--- config.mk ---
export PLATFORM = sky130hd
export DESIGN_NAME = gdfs_ctrl
export DESIGN_NICKNAME = d
export VERILOG_FILES = /design/src/rtl/core/gdfs_pkg.sv /design/src/rtl/core/gdfs_ctrl.sv
export SDC_FILE = /design/constraint.sdc
export NUM_CORES = 1
export LEC_CHECK = 0
export BUFFER_PORTS_ARGS = -buffer_cell sky130_fd_sc_hd__buf_2
export CAP_MARGIN = 20
export CORE_AREA = 3 3 44 46
export DETAILED_ROUTE_END_ITERATION = 8
export DIE_AREA = 0 0 47 49
export PLACE_DENSITY_LB_ADDON = 0.08
export SYNTH_ARGS = -nofsm -noshare
export SYNTH_HDL_FRONTEND = slang
export SYNTH_SLANG_ARGS = --single-unit
export TNS_END_PERCENT = 20
--- constraint.sdc ---
create_clock -name clk -period 1.9 [get_ports clk]
set_input_delay 0.095 -clock clk [delete_from_list [all_inputs] [get_ports clk]]
set_output_delay 0.095 -clock clk [all_outputs]
set_load 0.02 [all_outputs]
--- src/rtl/core/gdfs_pkg.sv ---
`timescale 1ns / 1ps
// ----------------------------------------------------------------------------
// gdfs_pkg
// Shared types, codes and defaults for the graph DFS preorder unit.
// ----------------------------------------------------------------------------
package gdfs_pkg;

	// Fixed field widths
	localparam int NODE_W      = 6;
	localparam int CFG_W       = 7;
	localparam int OP_W        = 2;
	localparam int STAT_W      = 2;
	localparam int IN_TDATA_W  = 16;
	localparam int OUT_TDATA_W = 8;

	// Default sizing
	localparam int DEF_MAX_NODES  = 64;
	localparam int DEF_MAX_DEGREE = 8;

	// Command codes carried in s_tuser
	typedef enum logic [OP_W-1:0] {
		OP_ADD   = 2'd0,
		OP_RUN   = 2'd1,
		OP_CLEAR = 2'd2,
		OP_NONE  = 2'd3
	} op_t;

	// Result status codes carried in m_tuser
	localparam logic [STAT_W-1:0] RES_OK    = 2'd0;
	localparam logic [STAT_W-1:0] RES_FULL  = 2'd1;
	localparam logic [STAT_W-1:0] RES_RANGE = 2'd2;
	localparam logic [STAT_W-1:0] RES_ACK   = 2'd3;

	// Controller states
	typedef enum logic [2:0] {
		ST_IDLE,
		ST_LD_CHK,
		ST_ACK,
		ST_ROOT,
		ST_TOP_DEG,
		ST_STEP,
		ST_NBR,
		ST_POP_RD
	} state_t;

	// What goes into the output register
	typedef enum logic [2:0] {
		RK_ROOT,
		RK_NBR,
		RK_RANGE,
		RK_FULL,
		RK_ACK
	} res_kind_t;

	// Controller -> datapath
	typedef struct packed {
		logic      capture_in;  // latch edge, read degree of its source
		logic      clr_deg;     // drop all degrees
		logic      ld_commit;   // store edge, bump degree
		logic      trav_start;  // clear visited marks and counters
		logic      root_next;   // advance root scan
		logic      root_push;   // start a tree at the root
		logic      latch_deg;   // take degree of the new top
		logic      adj_rd;      // fetch next neighbor of the top
		logic      nbr_push;    // descend into the fetched neighbor
		logic      pop;         // leave the top level
		logic      pop_load;    // restore the top from the stack
		logic      emit;        // load a result beat
		res_kind_t emit_kind;
	} dp_cmd_t;

	// Datapath -> controller
	typedef struct packed {
		logic out_free;
		logic range_bad;
		logic deg_full;
		logic root_done;
		logic root_visited;
		logic slot_more;
		logic depth_one;
		logic nbr_new;
		logic last_emit;
	} dp_stat_t;

endpackage

--- src/rtl/core/gdfs_ctrl.sv ---
`timescale 1ns / 1ps
// ----------------------------------------------------------------------------
// gdfs_ctrl
// Sequencer for edge loads, graph clears and the DFS walk.
// ----------------------------------------------------------------------------
module gdfs_ctrl (
	input  logic                    clk,
	input  logic                    arst_n,
	input  logic                    in_valid,
	input  logic [gdfs_pkg::OP_W-1:0] in_op,
	output logic                    in_ready,
	input  gdfs_pkg::dp_stat_t      stat,
	output gdfs_pkg::dp_cmd_t       cmd
);
	import gdfs_pkg::*;

	state_t state_q, state_d;
	op_t    op;

	assign op = op_t'(in_op);

	// State register
	always_ff @(posedge clk or negedge arst_n) begin
		if (!arst_n) begin
			state_q <= ST_IDLE;
		end else begin
			state_q <= state_d;
		end
	end

	// Next state
	always_comb begin
		state_d = state_q;
		case (state_q)
			ST_IDLE: begin
				if (in_valid) begin
					case (op)
						OP_ADD:   state_d = ST_LD_CHK;
						OP_RUN:   state_d = ST_ROOT;
						OP_CLEAR: state_d = ST_ACK;
						default:  state_d = ST_IDLE;
					endcase
				end
			end
			ST_LD_CHK, ST_ACK: begin
				if (stat.out_free) state_d = ST_IDLE;
			end
			ST_ROOT: begin
				if (stat.root_done) begin
					state_d = ST_IDLE;
				end else if (!stat.root_visited && stat.out_free) begin
					state_d = stat.last_emit ? ST_IDLE : ST_TOP_DEG;
				end
			end
			ST_TOP_DEG: state_d = ST_STEP;
			ST_STEP: begin
				if (stat.slot_more) begin
					state_d = ST_NBR;
				end else begin
					state_d = stat.depth_one ? ST_ROOT : ST_POP_RD;
				end
			end
			ST_NBR: begin
				if (!stat.nbr_new) begin
					state_d = ST_STEP;
				end else if (stat.out_free) begin
					state_d = stat.last_emit ? ST_IDLE : ST_TOP_DEG;
				end
			end
			ST_POP_RD: state_d = ST_STEP;
			default:   state_d = ST_IDLE;
		endcase
	end

	// Outputs
	always_comb begin
		cmd       = '0;
		cmd.emit_kind = RK_ACK;
		in_ready  = 1'b0;
		case (state_q)
			ST_IDLE: begin
				in_ready = 1'b1;
				if (in_valid) begin
					case (op)
						OP_ADD:   cmd.capture_in = 1'b1;
						OP_RUN:   cmd.trav_start = 1'b1;
						OP_CLEAR: cmd.clr_deg    = 1'b1;
						default:  ;
					endcase
				end
			end
			ST_LD_CHK: begin
				if (stat.out_free) begin
					cmd.emit = 1'b1;
					if (stat.range_bad) begin
						cmd.emit_kind = RK_RANGE;
					end else if (stat.deg_full) begin
						cmd.emit_kind = RK_FULL;
					end else begin
						cmd.emit_kind = RK_ACK;
						cmd.ld_commit = 1'b1;
					end
				end
			end
			ST_ACK: begin
				if (stat.out_free) begin
					cmd.emit      = 1'b1;
					cmd.emit_kind = RK_ACK;
				end
			end
			ST_ROOT: begin
				if (!stat.root_done) begin
					if (stat.root_visited) begin
						cmd.root_next = 1'b1;
					end else if (stat.out_free) begin
						cmd.root_next = 1'b1;
						cmd.root_push = 1'b1;
						cmd.emit      = 1'b1;
						cmd.emit_kind = RK_ROOT;
					end
				end
			end
			ST_TOP_DEG: cmd.latch_deg = 1'b1;
			ST_STEP: begin
				if (stat.slot_more) begin
					cmd.adj_rd = 1'b1;
				end else begin
					cmd.pop = 1'b1;
				end
			end
			ST_NBR: begin
				if (stat.nbr_new && stat.out_free) begin
					cmd.nbr_push  = 1'b1;
					cmd.emit      = 1'b1;
					cmd.emit_kind = RK_NBR;
				end
			end
			ST_POP_RD: cmd.pop_load = 1'b1;
			default: ;
		endcase
	end

endmodule

### Yosys cells after proc, flatten, opt, wreduce, memory -nomap -nowiden

Index checks and enable logic that the tools add are counted.

| word-level totals | value |
|---|---|
| logic and storage cells | 67 |
| register bits | 3 |
| bits of input ports | 14 |
| output and inout port bits | 16 |

| operators by class | value |
|---|---|
| reduce and logical (&&, ||, !) cells | 8 |
| equality and inequality tests | 13 |
| multiplexer cells | 45 |

Operators by type and width:

| operator | count |
|---|---|
| 3-bit two-way mux | 11 |
| 4-bit two-way mux | 6 |
| 1-bit two-way mux | 20 |
| 3-bit one-hot mux with 6 select lines | 1 |
| 4-bit one-hot mux with 4 select lines | 1 |
| 3-bit equality test (second input constant) | 4 |
| 2-bit two-way mux | 5 |
| 3-bit by 2-bit equality test with 1-bit output (second input constant) | 2 |
| 3-bit inequality test (second input constant) | 2 |
| 2-bit one-hot mux with 3 select lines | 1 |
| 2-bit inequality test (second input constant) | 2 |
| 4-bit AND reduction | 1 |
| 2-bit OR reduction | 2 |
| 3-bit by 1-bit equality test with 1-bit output (second input constant) | 1 |
| 3-bit logical NOT | 1 |
| 2-bit by 1-bit equality test with 1-bit output (second input constant) | 1 |
| 2-bit equality test (second input constant) | 1 |
| 1-bit logical AND | 2 |
| 2-bit logical NOT | 1 |
| 1-bit logical NOT | 1 |

### Logic depth before layout (Yosys ltp)

| logic depth | value |
|---|---|
| depth in word-level cells | 5 |
| mapped depth | 6 |
| depth with buffers taken out | 6 |

### Worst setup path before layout

Ideal clock, no wire load.

| path | value |
|---|---|
| kind | register to output |
| from | register state_q[2] |
| to | output cmd[11] (netlist bit) |
| data arrival time | 1568 ps |
| required time | 1805 ps |
| setup slack | 237 ps |
| cell stages (with the launch flop) | 5 |
| buffers on the path | 2 |
| path through | dfrtp_1 -> buf_6 -> buf_2 -> nor3_1 -> and3_1 |

RTL lines:

| element | line | RTL |
|---|---|---|
| start: declaration | gdfs_ctrl.sv:17 | `state_t state_q, state_d;` |
| start signal: assignment | gdfs_ctrl.sv:27 | `state_q <= state_d;` |
| end: declaration | gdfs_ctrl.sv:13 | `output gdfs_pkg::dp_cmd_t cmd` |

==> results.md <==
| Item | This run |
|---|---|
| Synth Area per Inst | 7.40 sq um |
| Average routed wire per standard cell | 11.5 um |
| Number of antenna violations at the first check in global routing | 0 |
| Transition at the pin with the smallest max-transition slack | 0.410 ns |
| Power density normalized to cell area | 1260 mW/mm^2 |
| Pin count of the biggest net entering global routing | 19 |
| Floorplan die area | 0.00230 sq mm |
| Vertical extent of the die | 49 um |
| CTS clk-pin slew, worst paths | 0.04 ns |
| Overall routing resource usage | 13.0% |
| Via density per instance | 5.23 |
| Number of design-rule violations left by the first detailed-router iteration | 5 |
| Maximum frequency from static timing analysis | 595 MHz |
| Final number of max-transition violations | 0 |
| Setup TNS Final | 0 ns |
| I/O pins | 30 |
| Reg-to-reg endpoint | state_q[1]$_DFFE_PN0P_ |
| Number of nets in the layout | 122 |
| Seq cells post-synth | 3 |
| Number of flip-flops in the largest register | 3 |
| Most common library cell in the layout ignoring fill and taps | sky130_fd_sc_hd__buf_2 |
| Gate Count Post-Synth | 72 |
| TritonCTS clock tree | done |
| Level count of the clock H-tree | 1 |
| Final weighted congestion in routability-driven placement | 0.844 |
| Cell Rows | 14 |
| Buffers on Ports | 29 |
| Number of hold violations in the final report | 0 |
| Inst Count DP | 115 |
| Unrepaired setup endpoints after global routing | false |
| Die W | 47 um |
| Depth of the most critical reg-to-reg path | 4 |
| Via count of the first global-routing pass | 543 |
| Nets in the synthesized netlist | 89 |
| Number of standard cells in the layout, taps in and fillers out | 120 |
| Commonest non-fill, non-tap cells in the layout | 29 x sky130_fd_sc_hd__buf_2, 8 x sky130_fd_sc_hd__nor2_1, 5 x sky130_fd_sc_hd__inv_1, 5 x sky130_fd_sc_hd__nand2_1, 5 x sky130_fd_sc_hd__and3_1 |
| Number of distinct library cell variants in the gate-level netlist after synthesis | 35 |
| TritonCTS Sinks | 3 |
| Post-layout power | 912 uW |
| Crit path required time | 1.80 ns |
| Ant. Diodes | 0 |
| Post-route DRC violation count | 0 |
| Via total after detailed routing | 627 |
| Layout cell share with drive strength beyond 1 | 36.5% |
| Count of synthesis-stage warnings from yosys | 0 |
| Sequential area share after synthesis | 14.1% |
| First-pass GRT wire length | 2.30 mm |
| Effective utilization at floorplan | 34.6% |
| HP Start | stat[0] |
| Headroom to the max-slew limit | 72.0% |
| Setup slack on the worst flop-to-flop path | 0.32 ns |
| Outcome | finished, final reports clean |
| Register with the most flip-flops | state_q |
| Fin Clk Skew | 0.00367 ns |
| Startpoint of the lowest-slack register-to-register path | state_q[1]$_DFFE_PN0P_ |
| Post-CTS sizing | 0 |
| Detail Route Antenna Nets | 0 |
| Final clock period utilization by the worst path | 88.5% |
| Clock Path Buffers | 2 |
| Worst supply voltage drop on vdd | 0.595 mV |
| Predominant post-synthesis flop cell | sky130_fd_sc_hd__dfrtp_1 |
| Kind of start point of the critical path | register |
| Worst hold path endpoint | state_q[2]$_DFFE_PN0P_ |
| Path type of the worst min-delay path | in2reg |
| Asr flop ratio synth | 100% |
| CTS buffer count | 3 |
| Final hold slack | 0.135 ns |
| Detailed-routing iteration count for the pre-antenna-repair pass | 4 |
| Kind of end point of the critical path | output pin |
| Wire length reported by the detailed router | 1.38 mm |
| Area growth from synthesis to layout | 35.7% |
| Detailed placement HPWL | 1.13 mm |
| Worst endpoint data arrival time | 1.59 ns |
| Minimum clock period after layout | 1.68 ns |
| Largest regs | state_q (3) |
| Max-capacitance violation count | 0 |
| Pre-CTS setup slack | 0.343 ns |
| Instance count along the most critical hold path | 3 |
| Number of enable flip-flop cells after synthesis | 0 |
| Critical-path maximum fanout | 10 |
| Clock insertion delay at the later pin of the skew report | 0.23 ns |
| Pleak | 0.000402 uW |
| Post-layout worst setup margin | 0.218 ns |
| Cell area after synthesis | 533 sq um |
| Area of the core region | 0.00154 sq mm |
| Crit path kind | reg2out |
| Clock Root Buffer | sky130_fd_sc_hd__clkbuf_4 |
| GRT Residual Overflow | 0 |
| Count of final setup violators | 0 |
per-stage QoR:
stage	utilization (%)	instance area, sq um
2_1_floorplan	-	533
3_3_place_gp	44.6	687
3_5_place_dp	44.6	687
4_1_cts	46.9	723
5_1_grt	46.9	723
6_report	46.9	723
timing repair:
| item | in CTS | in global routing |
|---|---|---|
| endpoints found under the setup margin | 0 | 0 |
| hold buffers | 1 | 0 |
| buffers inserted | 0 | 0 |
| hold endpoints to repair | 3 | 0 |
synthesized netlist by cell type, types with 2 or more instances:
library cell / instances / share of area [%]
sky130_fd_sc_hd__dfrtp_1: 3 / 14
sky130_fd_sc_hd__nor3_1: 4 / 3.8
sky130_fd_sc_hd__and3_1: 5 / 5.9
sky130_fd_sc_hd__buf_2: 3 / 2.8
sky130_fd_sc_hd__a21oi_1: 4 / 3.8
sky130_fd_sc_hd__nand2_1: 5 / 3.5
sky130_fd_sc_hd__inv_1: 5 / 3.5
sky130_fd_sc_hd__nand3_1: 3 / 2.8
sky130_fd_sc_hd__o21ai_0: 2 / 1.9
sky130_fd_sc_hd__ha_1: 3 / 7.0
sky130_fd_sc_hd__a21o_1: 3 / 4.2
sky130_fd_sc_hd__nor2_1: 8 / 5.6
sky130_fd_sc_hd__nand2b_1: 2 / 2.3
how the worst max path moves through the flow:
stage                                        end  slack [ns]  depth (start not counted)                   start
after floorplan                          cmd[11]        0.24                          4  state_q[2]$_DFFE_PN0P_
after global placement    state_q[1]$_DFFE_PN0P_        0.36                          4  state_q[2]$_DFFE_PN0P_
after detailed placement  state_q[2]$_DFFE_PN0P_        0.34                          5  state_q[1]$_DFFE_PN0P_
after CTS                                 cmd[3]        0.21                          6  state_q[1]$_DFFE_PN0P_
after global routing                     cmd[14]        0.10                          4  state_q[1]$_DFFE_PN0P_
final                                     cmd[3]        0.22                          6  state_q[1]$_DFFE_PN0P_
layout make-up:
class                           instances  area, sq um
Fill cell                             175          818
Multi-Input combinational cell         59          405
Timing Repair Buffer                   33          178
Sequential cell                         3         75.1
Clock buffer                            4         26.3
Tap cell                               16         20.0
Inverter                                5         18.8
kinds of logic (layout without fill, tap and decap cells):
logic type / Yosys count / in the layout / synth area share [%]
simple gates: 34 / 34 / 37.6
compound gates: 20 / 20 / 26.8
flops: 3 / 3 / 14.1
buf+inv: 10 / 42 / 9.86
fa+ha+maj: 3 / 3 / 7.04
mux: 2 / 2 / 4.69
routing by layer:
| layer | vias up | global-route usage (%) | wire [um] |
|---|---|---|---|
| li1 | 328 | - | - |
| met1 | 284 | 19.2 | 640 |
| met2 | 15 | 17.9 | 658 |
| met3 | 0 | 5.54 | 77 |
| met4 | 0 | 1.38 | 0 |
| met5 | - | 0 | 0 |
critical path, stage by stage (launching register included):
cell	delay, ns
sky130_fd_sc_hd__dfrtp_1	0.43
sky130_fd_sc_hd__buf_4	0.20
sky130_fd_sc_hd__inv_1	0.16
sky130_fd_sc_hd__nor2_1	0.06
sky130_fd_sc_hd__a22o_1	0.20
sky130_fd_sc_hd__a21o_1	0.17
sky130_fd_sc_hd__buf_2	0.15
report_power, final:
group	leakage (uW)	switching, uW	internal, uW	total (uW)
registers	0.0000384	40.2	93.1	133
logic	0.000349	374	295	670
clock network	0.0000150	30.3	78.5	109
Note: power is estimated with default switching activity, not from simulation.
